--- config.mk ---
export PLATFORM = sky130hd
export DESIGN_NAME = per_source_rate_limit_table_unit_flat
export DESIGN_NICKNAME = d
export VERILOG_FILES = /design/src/rtl/psrl_pkg.sv /design/src/rtl/psrl_if.sv /design/src/rtl/psrl_regs.sv /design/src/rtl/psrl_ctrl.sv /design/src/rtl/psrl_dp.sv /design/src/rtl/per_source_rate_limit_table_unit.sv /design/src/flat_wrapper.sv
export VERILOG_INCLUDE_DIRS = /design/src /design/src/rtl
export SDC_FILE = /design/constraint.sdc
export NUM_CORES = 2
export LEC_CHECK = 0
export ABC_AREA = 0
export BUFFER_PORTS_ARGS = -buffer_cell sky130_fd_sc_hd__clkbuf_2
export CORE_UTILIZATION = 50
export CTS_CLUSTER_SIZE = 25
export DETAILED_ROUTE_END_ITERATION = 8
export PLACE_DENSITY = 0.68
export SYNTH_ARGS = -nofsm -noshare
export SYNTH_HDL_FRONTEND = slang
export SYNTH_SLANG_ARGS = --single-unit
--- constraint.sdc ---
create_clock -name clk -period 7.85 [get_ports clk]
set_input_delay 1.57 -clock clk [delete_from_list [all_inputs] [get_ports clk]]
set_output_delay 1.57 -clock clk [all_outputs]
set_load 0.005 [all_outputs]
--- src/rtl/per_source_rate_limit_table_unit_macros.svh ---
// ----------------------------------------------------------------------------
// per_source_rate_limit_table_unit_macros
// assertion macros shared by the rate limiter; they expect clk and rst_n
// ----------------------------------------------------------------------------
`ifndef PER_SOURCE_RATE_LIMIT_TABLE_UNIT_MACROS_SVH
`define PER_SOURCE_RATE_LIMIT_TABLE_UNIT_MACROS_SVH

// same-cycle implication
`define PSRL_ASSERT_IMP(label, ante, cons, msg) \
    label: assert property (@(posedge clk) disable iff (!rst_n) (ante) |-> (cons)) \
        else $error(msg);

// next-cycle implication
`define PSRL_ASSERT_NXT(label, ante, cons, msg) \
    label: assert property (@(posedge clk) disable iff (!rst_n) (ante) |=> (cons)) \
        else $error(msg);

`endif

--- src/rtl/psrl_pkg.sv ---
// ----------------------------------------------------------------------------
// psrl_pkg
// types and constants of the per-source rate limiter
// ----------------------------------------------------------------------------
`default_nettype none

package psrl_pkg;

    localparam int ADDR_W  = 32;
    localparam int TIME_W  = 32;
    localparam int CNT_W   = 8;
    localparam int WIN_W   = 16;
    localparam int SLOT_W  = 5;
    localparam int PADDR_W = 3;
    localparam int PDATA_W = 32;

    localparam logic [CNT_W-1:0] CNT_MAX    = '1;
    localparam logic [WIN_W-1:0] WINDOW_RST = 16'd10;
    localparam logic [CNT_W-1:0] MAX_RST    = 8'd3;

    typedef enum logic [0:0] {
        REG_WINDOW = 1'b0,
        REG_MAX    = 1'b1
    } reg_idx_t;

    typedef enum logic [2:0] {
        ST_IDLE,
        ST_SCAN,
        ST_DRAIN,
        ST_READ,
        ST_WAIT
    } state_t;

    typedef struct packed {
        logic capture;
        logic scan_rd;
        logic sel_rd;
        logic commit;
    } cmd_t;

    typedef struct packed {
        logic scan_last;
        logic match;
        logic out_busy;
    } sts_t;

    typedef struct packed {
        logic [ADDR_W-1:0] addr;
        logic [TIME_W-1:0] start;
        logic [CNT_W-1:0]  count;
    } slot_t;

endpackage

`default_nettype wire

--- src/rtl/psrl_if.sv ---
// ----------------------------------------------------------------------------
// psrl_if
// request and response channels of the rate limiter
// ----------------------------------------------------------------------------
`default_nettype none

interface psrl_req_if;
    import psrl_pkg::*;

    logic              valid;
    logic              ready;
    logic [ADDR_W-1:0] source_address;
    logic [TIME_W-1:0] now_seconds;

    modport source (output valid, output source_address, output now_seconds, input ready);
    modport sink   (input valid, input source_address, input now_seconds, output ready);
endinterface

interface psrl_rsp_if;
    import psrl_pkg::*;

    logic              valid;
    logic              ready;
    logic              throttled;
    logic [SLOT_W-1:0] slot_used;

    modport source (output valid, output throttled, output slot_used, input ready);
    modport sink   (input valid, input throttled, input slot_used, output ready);
endinterface

`default_nettype wire

--- src/rtl/psrl_regs.sv ---
// ----------------------------------------------------------------------------
// psrl_regs
// apb configuration registers: window length and check limit
// ----------------------------------------------------------------------------
`default_nettype none

module psrl_regs (
    input  logic                          clk,
    input  logic                          rst_n,
    input  logic                          psel,
    input  logic                          penable,
    input  logic                          pwrite,
    input  logic [psrl_pkg::PADDR_W-1:0]  paddr,
    input  logic [psrl_pkg::PDATA_W-1:0]  pwdata,
    output logic [psrl_pkg::PDATA_W-1:0]  prdata,
    output logic                          pready,
    output logic [psrl_pkg::WIN_W-1:0]    window_seconds,
    output logic [psrl_pkg::CNT_W-1:0]    max_checks
);
    import psrl_pkg::*;

    logic [WIN_W-1:0] window_reg;
    logic [CNT_W-1:0] max_reg;
    logic             wr_en;
    reg_idx_t         idx;

    assign pready = 1'b1;
    assign wr_en  = psel && penable && pwrite;
    assign idx    = reg_idx_t'(paddr[2]);

    always_ff @(posedge clk or negedge rst_n)
    begin
        if (!rst_n)
        begin
            window_reg <= WINDOW_RST;
            max_reg    <= MAX_RST;
        end
        else if (wr_en)
        begin
            case (idx)
                REG_WINDOW: window_reg <= pwdata[WIN_W-1:0];
                REG_MAX:    max_reg    <= pwdata[CNT_W-1:0];
                default:    ;
            endcase
        end
    end

    always_comb
    begin
        case (idx)
            REG_WINDOW: prdata = PDATA_W'(window_reg);
            REG_MAX:    prdata = PDATA_W'(max_reg);
            default:    prdata = '0;
        endcase
    end

    assign window_seconds = window_reg;
    assign max_checks     = max_reg;

endmodule

`default_nettype wire

--- src/rtl/psrl_ctrl.sv ---
// ----------------------------------------------------------------------------
// psrl_ctrl
// sequencer: capture, table scan, slot read, update and result hand-off
// ----------------------------------------------------------------------------
`default_nettype none

module psrl_ctrl (
    input  logic           clk,
    input  logic           rst_n,
    input  logic           req_valid,
    output logic           req_ready,
    input  psrl_pkg::sts_t sts,
    output psrl_pkg::cmd_t cmd
);
    import psrl_pkg::*;

    state_t state_reg;
    state_t state_next;

    always_ff @(posedge clk or negedge rst_n)
    begin
        if (!rst_n)
        begin
            state_reg <= ST_IDLE;
        end
        else
        begin
            state_reg <= state_next;
        end
    end

    always_comb
    begin
        state_next = state_reg;
        cmd        = '0;
        req_ready  = 1'b0;
        case (state_reg)
            ST_IDLE:
            begin
                req_ready = 1'b1;
                if (req_valid)
                begin
                    cmd.capture = 1'b1;
                    state_next  = ST_SCAN;
                end
            end
            ST_SCAN:
            begin
                cmd.scan_rd = 1'b1;
                if (sts.match)
                begin
                    state_next = ST_READ;
                end
                else if (sts.scan_last)
                begin
                    state_next = ST_DRAIN;
                end
            end
            ST_DRAIN:
            begin
                state_next = ST_READ;
            end
            ST_READ:
            begin
                cmd.sel_rd = 1'b1;
                state_next = ST_WAIT;
            end
            ST_WAIT:
            begin
                if (!sts.out_busy)
                begin
                    cmd.commit = 1'b1;
                    state_next = ST_IDLE;
                end
            end
            default:
            begin
                state_next = ST_IDLE;
            end
        endcase
    end

endmodule

`default_nettype wire

--- src/rtl/psrl_dp.sv ---
// ----------------------------------------------------------------------------
// psrl_dp
// slot table, scan trackers, slot update and result register
// ----------------------------------------------------------------------------
`default_nettype none

module psrl_dp #(
    parameter int SLOTS = 24
) (
    input  logic                         clk,
    input  logic                         rst_n,
    input  psrl_pkg::cmd_t               cmd,
    output psrl_pkg::sts_t               sts,
    input  logic [psrl_pkg::ADDR_W-1:0]  source_address,
    input  logic [psrl_pkg::TIME_W-1:0]  now_seconds,
    input  logic [psrl_pkg::WIN_W-1:0]   window_seconds,
    input  logic [psrl_pkg::CNT_W-1:0]   max_checks,
    input  logic                         rsp_ready,
    output logic                         rsp_valid,
    output logic                         throttled,
    output logic [psrl_pkg::SLOT_W-1:0]  slot_used
);
    import psrl_pkg::*;

    localparam int IW = (SLOTS > 1) ? $clog2(SLOTS) : 1;
    localparam logic [IW-1:0] LAST_IDX = IW'(SLOTS - 1);

    slot_t             mem [SLOTS];
    slot_t             q_reg;
    slot_t             wr_slot;

    logic [ADDR_W-1:0] addr_reg;
    logic [TIME_W-1:0] now_reg;
    logic [IW-1:0]     scan_idx_reg;
    logic [IW-1:0]     cmp_idx_reg;
    logic              cmp_vld_reg;
    logic [SLOTS-1:0]  vld_reg;
    logic              match_reg;
    logic [IW-1:0]     match_idx_reg;
    logic              have_empty_reg;
    logic [IW-1:0]     empty_idx_reg;
    logic              have_min_reg;
    logic [TIME_W-1:0] min_start_reg;
    logic [IW-1:0]     min_idx_reg;
    logic [IW-1:0]     sel_idx_reg;
    logic              rsp_valid_reg;
    logic              thr_reg;
    logic [SLOT_W-1:0] used_reg;

    logic              cmp_en;
    logic              cmp_slot_vld;
    logic              cmp_hit;
    logic              cmp_older;
    logic [IW-1:0]     chosen;
    logic              rd_en;
    logic [IW-1:0]     rd_idx;
    logic [TIME_W-1:0] elapsed;
    logic              restart;
    logic [CNT_W-1:0]  new_count;

    // scan compare on the registered read data
    assign cmp_en       = cmp_vld_reg && !match_reg;
    assign cmp_slot_vld = vld_reg[cmp_idx_reg];
    assign cmp_hit      = q_reg.addr == addr_reg;
    assign cmp_older    = !have_min_reg || (q_reg.start < min_start_reg);

    assign chosen = match_reg      ? match_idx_reg :
                    have_empty_reg ? empty_idx_reg : min_idx_reg;
    assign rd_en  = cmd.scan_rd || cmd.sel_rd;
    assign rd_idx = cmd.sel_rd ? chosen : scan_idx_reg;

    // read-modify-write of the chosen slot
    assign elapsed   = now_reg - q_reg.start;
    assign restart   = !vld_reg[sel_idx_reg] || (q_reg.addr != addr_reg) ||
                       (elapsed > TIME_W'(window_seconds));
    assign new_count = restart ? CNT_W'(1) :
                       (q_reg.count == CNT_MAX) ? CNT_MAX : q_reg.count + CNT_W'(1);

    always_comb
    begin
        wr_slot.addr  = addr_reg;
        wr_slot.start = restart ? now_reg : q_reg.start;
        wr_slot.count = new_count;
    end

    always_ff @(posedge clk)
    begin
        if (cmd.commit)
        begin
            mem[sel_idx_reg] <= wr_slot;
        end
        if (rd_en)
        begin
            q_reg <= mem[rd_idx];
        end
    end

    always_ff @(posedge clk or negedge rst_n)
    begin
        if (!rst_n)
        begin
            scan_idx_reg   <= '0;
            cmp_vld_reg    <= 1'b0;
            vld_reg        <= '0;
            match_reg      <= 1'b0;
            have_empty_reg <= 1'b0;
            have_min_reg   <= 1'b0;
            rsp_valid_reg  <= 1'b0;
        end
        else
        begin
            if (cmd.capture)
            begin
                scan_idx_reg   <= '0;
                cmp_vld_reg    <= 1'b0;
                match_reg      <= 1'b0;
                have_empty_reg <= 1'b0;
                have_min_reg   <= 1'b0;
            end
            else
            begin
                cmp_vld_reg <= cmd.scan_rd;
                if (cmd.scan_rd)
                begin
                    scan_idx_reg <= scan_idx_reg + IW'(1);
                end
                if (cmp_en)
                begin
                    if (cmp_slot_vld)
                    begin
                        if (cmp_hit)
                        begin
                            match_reg <= 1'b1;
                        end
                        else if (cmp_older)
                        begin
                            have_min_reg <= 1'b1;
                        end
                    end
                    else
                    begin
                        have_empty_reg <= 1'b1;
                    end
                end
            end
            if (cmd.commit)
            begin
                vld_reg[sel_idx_reg] <= 1'b1;
                rsp_valid_reg        <= 1'b1;
            end
            else if (rsp_ready)
            begin
                rsp_valid_reg <= 1'b0;
            end
        end
    end

    always_ff @(posedge clk)
    begin
        if (cmd.capture)
        begin
            addr_reg <= source_address;
            now_reg  <= now_seconds;
        end
        cmp_idx_reg <= scan_idx_reg;
        if (cmp_en)
        begin
            if (cmp_slot_vld)
            begin
                if (cmp_hit)
                begin
                    match_idx_reg <= cmp_idx_reg;
                end
                else if (cmp_older)
                begin
                    min_start_reg <= q_reg.start;
                    min_idx_reg   <= cmp_idx_reg;
                end
            end
            else
            begin
                empty_idx_reg <= cmp_idx_reg;
            end
        end
        if (cmd.sel_rd)
        begin
            sel_idx_reg <= chosen;
        end
        if (cmd.commit)
        begin
            thr_reg  <= new_count > max_checks;
            used_reg <= SLOT_W'(sel_idx_reg);
        end
    end

    assign sts.scan_last = scan_idx_reg == LAST_IDX;
    assign sts.match     = match_reg;
    assign sts.out_busy  = rsp_valid_reg && !rsp_ready;

    assign rsp_valid = rsp_valid_reg;
    assign throttled = thr_reg;
    assign slot_used = used_reg;

endmodule

`default_nettype wire

--- src/rtl/per_source_rate_limit_table_unit.sv ---
// ----------------------------------------------------------------------------
// per_source_rate_limit_table_unit
// fixed-window rate limiter keyed by ipv4 source address
// ----------------------------------------------------------------------------
// req carries source_address and now_seconds; rsp returns throttled and the
// table slot used, one response per request, in request order.
// window_seconds (0x0) and max_checks (0x4) are written over apb; the user must
// write them only while idle, which the block itself does not enforce.
// a request walks the table one slot a cycle through the single read port of
// the slot memory, stopping early on an address match, then reads and
// rewrites the chosen slot.
// a new request is taken only after the previous result is loaded into the
// response register.
// the response register frees the scan for the next request; only when a
// finished result still waits on rsp.ready does the update stall.
// reset empties all slots and restores window_seconds 10, max_checks 3.
// ----------------------------------------------------------------------------
`default_nettype none
`include "per_source_rate_limit_table_unit_macros.svh"

module per_source_rate_limit_table_unit #(
    parameter int SLOTS = 24
) (
    input  logic                          clk,
    input  logic                          rst_n,
    psrl_req_if.sink                      req,
    psrl_rsp_if.source                    rsp,
    input  logic                          psel,
    input  logic                          penable,
    input  logic                          pwrite,
    input  logic [psrl_pkg::PADDR_W-1:0]  paddr,
    input  logic [psrl_pkg::PDATA_W-1:0]  pwdata,
    output logic [psrl_pkg::PDATA_W-1:0]  prdata,
    output logic                          pready
);
    import psrl_pkg::*;

    cmd_t             dp_cmd;
    sts_t             dp_sts;
    logic [WIN_W-1:0] window_seconds;
    logic [CNT_W-1:0] max_checks;

    psrl_regs u_regs (
        .clk            (clk),
        .rst_n          (rst_n),
        .psel           (psel),
        .penable        (penable),
        .pwrite         (pwrite),
        .paddr          (paddr),
        .pwdata         (pwdata),
        .prdata         (prdata),
        .pready         (pready),
        .window_seconds (window_seconds),
        .max_checks     (max_checks)
    );

    psrl_ctrl u_ctrl (
        .clk       (clk),
        .rst_n     (rst_n),
        .req_valid (req.valid),
        .req_ready (req.ready),
        .sts       (dp_sts),
        .cmd       (dp_cmd)
    );

    psrl_dp #(
        .SLOTS (SLOTS)
    ) u_dp (
        .clk            (clk),
        .rst_n          (rst_n),
        .cmd            (dp_cmd),
        .sts            (dp_sts),
        .source_address (req.source_address),
        .now_seconds    (req.now_seconds),
        .window_seconds (window_seconds),
        .max_checks     (max_checks),
        .rsp_ready      (rsp.ready),
        .rsp_valid      (rsp.valid),
        .throttled      (rsp.throttled),
        .slot_used      (rsp.slot_used)
    );

    `PSRL_ASSERT_IMP(a_no_overwrite, dp_cmd.commit, !(rsp.valid && !rsp.ready), "result overwritten while stalled")
    `PSRL_ASSERT_NXT(a_scan_follows, req.valid && req.ready, dp_cmd.scan_rd, "scan did not start after request")
    `PSRL_ASSERT_NXT(a_rsp_follows, dp_cmd.commit, rsp.valid, "response missing after slot update")

endmodule

`default_nettype wire
--- src/flat_wrapper.sv ---
// flat-port wrapper written by rule: the top's interface ports become plain ports
module per_source_rate_limit_table_unit_flat import psrl_pkg::*;
#(
    parameter int SLOTS = 24
)
  (clk, rst_n, psel, penable, pwrite, paddr, pwdata, prdata, pready, req_valid, req_source_address, req_now_seconds, req_ready, rsp_valid, rsp_throttled, rsp_slot_used, rsp_ready);
  psrl_req_if req_i ();
  psrl_rsp_if rsp_i ();
  input  logic clk;
  input  logic rst_n;
  input  logic psel;
  input  logic penable;
  input  logic pwrite;
  input  logic [psrl_pkg::PADDR_W-1:0] paddr;
  input  logic [psrl_pkg::PDATA_W-1:0] pwdata;
  output logic [psrl_pkg::PDATA_W-1:0] prdata;
  output logic pready;
  input wire logic [$bits(req_i.valid)-1:0] req_valid;
  input wire logic [$bits(req_i.source_address)-1:0] req_source_address;
  input wire logic [$bits(req_i.now_seconds)-1:0] req_now_seconds;
  output wire logic [$bits(req_i.ready)-1:0] req_ready;
  output wire logic [$bits(rsp_i.valid)-1:0] rsp_valid;
  output wire logic [$bits(rsp_i.throttled)-1:0] rsp_throttled;
  output wire logic [$bits(rsp_i.slot_used)-1:0] rsp_slot_used;
  input wire logic [$bits(rsp_i.ready)-1:0] rsp_ready;
  assign req_i.valid = req_valid;
  assign req_i.source_address = req_source_address;
  assign req_i.now_seconds = req_now_seconds;
  assign req_ready = req_i.ready;
  assign rsp_valid = rsp_i.valid;
  assign rsp_throttled = rsp_i.throttled;
  assign rsp_slot_used = rsp_i.slot_used;
  assign rsp_i.ready = rsp_ready;
  per_source_rate_limit_table_unit #(.SLOTS(SLOTS)) u_core (.clk(clk), .rst_n(rst_n), .req(req_i), .rsp(rsp_i), .psel(psel), .penable(penable), .pwrite(pwrite), .paddr(paddr), .pwdata(pwdata), .prdata(prdata), .pready(pready));
endmodule
==> summary.md <==
| Metric | Value |
|---|---|
| Status | `complete, no violations` |
| Detailed-route via count | `51,460` |
| RSZ-0062 raised after global routing | `false` |
| Initial DRC Count | `between 6,000 and 7,000` |
| Largest area contributor in the netlist | `edfxtp_1` |
| Synth top area cells | `edfxtp_1 (71%), nand2_1 (8.2%), a311oi_1 (3.9%), nand3_1 (2.8%), dfrtp_1 (1.7%)` |
| Tcrit/Tclk final | `83.78%` |
| Critical path class | `flip-flop to flip-flop` |
| Largest net degree at the start of global routing | `184` |
| Clock transition at the registers of the reported paths | `roughly 60 ps` |
| Final Net Count | `6,390` |
| IO Count | `147` |
| Die ar. | `around 0.16 mm^2` |
| Required time of the critical path | `8390 ps` |
| First-pass GRT wire length | `307.9 mm` |
| Final Hold Vio Count | `0` |
| Worst R2R Setup Slack | `1270 ps` |
| CP endpoint kind | `flip-flop` |
| N_diodes | `0` |
| # Max-Cap Violations | `0` |
| Pwr/cell area | `352.2 mW/mm^2` |
| Yosys reg bits | `1,988` |
| Drt wl/cell | `24.59 um` |
| CTS tree | `built` |
| Initial antenna violation count | `2` |
| Die W | `roughly 410 um` |
| CTS H-tree lvls | `4` |
| Row cnt | `around 150` |
| Most frequent cells in the layout | `edfxtp_1 (1,922), nand2_1 (1,783), nand3_1 (449)` |
| IO buf count | `111` |
| Post-route ant nets | `0` |
| Max Freq | `152.1 MHz` |
| Mapped Cells | `between 6,000 and 7,000` |
| Worst r2r src | `u_core.u_dp.q_reg[8]$_DFFE_PP_` |
| Post-layout min period | `6576 ps` |
| Synth warn | `0` |
| Syn Area/Cell | `13.19 um^2` |
| Worst-path maximum fanout | `25` |
| Final GP Congestion | `between 0.8 and 0.9` |
| CORE AREA | `0.1613 mm^2` |
| Clock sinks | `~2,000` |
| R2R depth | `25` |
| Slew headroom | `14.49%` |
| P&R area growth vs syn | `11.37%` |
| Final setup vio count | `0` |
| Post-CTS setup buffers | `0` |
| PostCTS Resize Cnt | `0` |
| Final wirelength | `209.3 mm` |
| Overall power | `between 30 and 40 mW` |
| Hold-fix buffers at CTS | `0` |
| Hold crit path type | `flip-flop to flip-flop` |
| Drt drc | `0` |
| Vias in the first global route | `48,870` |
| Worst Hold End | `u_core.u_dp.vld_reg[11]$_DFFE_PN0P_` |
| CP arrival | `7120 ps` |
| Most common cell after layout, fill and taps aside | `edfxtp_1` |
| Final setup TNS | `0 ps` |
| Synth top area share | `70.69%` |
| Crit path launch type | `flip-flop` |
| Clock Path Buffers | `3` |
| Drt via density | `approximately 6` |
| Total GRT Usage | `25.17%` |
| Die height | `406.1 um` |
| Peak VDD IR | `approximately 480 uV` |
| Slew Viols, Final | `0` |
| Synth unique cells | `79` |
| Seq/Total Area, Yosys | `between 70% and 80%` |
| Initial core utilization | `slightly above 50%` |
| Tightest Pin Transition | `1280 ps` |
| Reg-to-reg endpoint | `u_core.u_dp.throttled$_DFFE_PP_` |
| Drt first pass iters | `6` |
| Hold Path Origin | `u_core.u_dp.vld_reg[11]$_DFFE_PN0P_` |
| Setup Skew | `33.08 ps` |
| EDFF count, synth | `between 1,500 and 2,000` |
| Area of the mapped netlist | `0.08165 mm^2` |
| Clk Latency, worst-skew pair | `820 ps` |
| WHS Path Cells | `1` |
| Async SR Flop Fraction | `3.068%` |
| Top_reg_cell synth | `edfxtp_1` |
| Max reg flops | `1,728` |
| Post-DP HPWL | `99.50 mm` |
| Share of layout cells above drive strength 1 | `about a tenth` |
| Grt ovf | `0` |
| Clk root buf | `clkbuf_16` |
| CTS Buf Count | `195` |
| Pleak | `32.15 nW` |
[worst max-delay path: stages (launching register included)]
cell       delay [ps]
edfxtp_1          430
ha_1              270
fa_1              410
nor2b_1           170
o2111ai_1         220
a2111oi_2         470
nor3_1            140
xnor2_1           210
ha_1              270
nand4_1           130
nor2_1             70
o21ai_0            80
a32oi_1           210
a2111oi_0         360
and4_1            280
nand4_1           630
nor4_2            460
buf_4             300
ha_1              290
o21a_1            110
o21ai_0           160
nand2b_1           90
a21oi_1           160
nor2_1             60
a211oi_1          220
a21oi_1            90
[final cells by class]
cell class,instances,area [um^2]
multi-input combinational,3707,20620
timing repair buffer,204,1692
inverter,99,371.6
sequential,1988,59350
tap,2160,2703
clock inverter,115,1045
clock buffer,236,5150
fill,12650,70370
[kinds of logic after synthesis]
group,after synthesis,synth area share (%)
mux,91,1.545
xor+xnor,57,0.6207
other cells,2,0.009198
flops,1988,72.69
simple gates,2686,14.19
compound gates,767,7.043
fa+ha+maj,89,1.373
buf+inv,510,2.533
[metal layers]
metal	GRT usage (%)	vias up	share of wire [%]
li1	-	22910	-
met4	7.024	0	2.4
met1	36.33	25630	41
met3	4.000	336	9.7
met2	39.72	2589	46
met5	0	-	0
[synthesized netlist by cell type, types with 4 or more instances]
master	instances
xnor2_1	46
buf_1	35
a31oi_1	73
dfstp_2	4
o21ai_0	40
buf_4	17
a21o_1	98
mux2i_1	15
a311oi_1	364
and4_1	5
a21boi_0	4
ha_1	88
or2_2	24
mux2_2	32
mux4_2	13
o21bai_1	8
nor2b_1	14
nand2b_1	11
nor2_1	90
and3_1	226
nand2_1	1783
nor4_1	13
xor2_1	10
nor3_1	13
inv_1	99
nand3_1	449
nand4_1	34
mux2_4	29
buf_2	21
dfrtp_1	57
a21oi_1	127
or3_1	4
o21ai_1	6
dfxtp_1	5
edfxtp_1	1922
clkbuf_1	333
and2_1	5
o21a_1	8
[worst max-delay path by stage]
stage	start	endpoint	slack, ps	cells past startpoint
final	u_core.u_dp.q_reg[8]$_DFFE_PP_	u_core.u_dp.throttled$_DFFE_PP_	1270	25
after global routing	u_core.u_dp.q_reg[9]$_DFFE_PP_	u_core.u_dp.throttled$_DFFE_PP_	730	30
after global placement	u_core.u_dp.q_reg[12]$_DFFE_PP_	u_core.u_dp.throttled$_DFFE_PP_	1420	30
after CTS	u_core.u_dp.q_reg[8]$_DFFE_PP_	u_core.u_dp.throttled$_DFFE_PP_	1340	25
after detailed placement	u_core.u_dp.q_reg[8]$_DFFE_PP_	u_core.u_dp.throttled$_DFFE_PP_	1390	25
after floorplan	u_core.u_ctrl.state_reg[2]$_DFFE_PN0P_	u_core.u_dp.q_reg[3]$_DFFE_PP_	860	10
[where the power goes]
group	switching [mW]	internal, mW	total, mW	leakage (nW)
Sequential	0.427	12.4	12.8	17.8
Combinational	6.73	3.40	10.1	11.4
Clock	3.92	5.20	9.12	3.02
Total	11.1	21.0	32.0	32.2
[per-stage QoR]
step	instance area [um^2]	utilization [%]	instances	worst slack, ps	hold WS [ps]
5_1_grt	90930	56.37	8509	728.2	499.8
6_report	90930	56.37	8509	1274	485.5
4_1_cts	90930	56.37	8509	1336	486.0
2_1_floorplan	81700	-	6205	858.4	398.0
3_5_place_dp	84740	52.53	8158	1386	472.0
3_3_place_gp	84740	52.53	8158	1419	465.2
(Power assumes the default switching activity.)
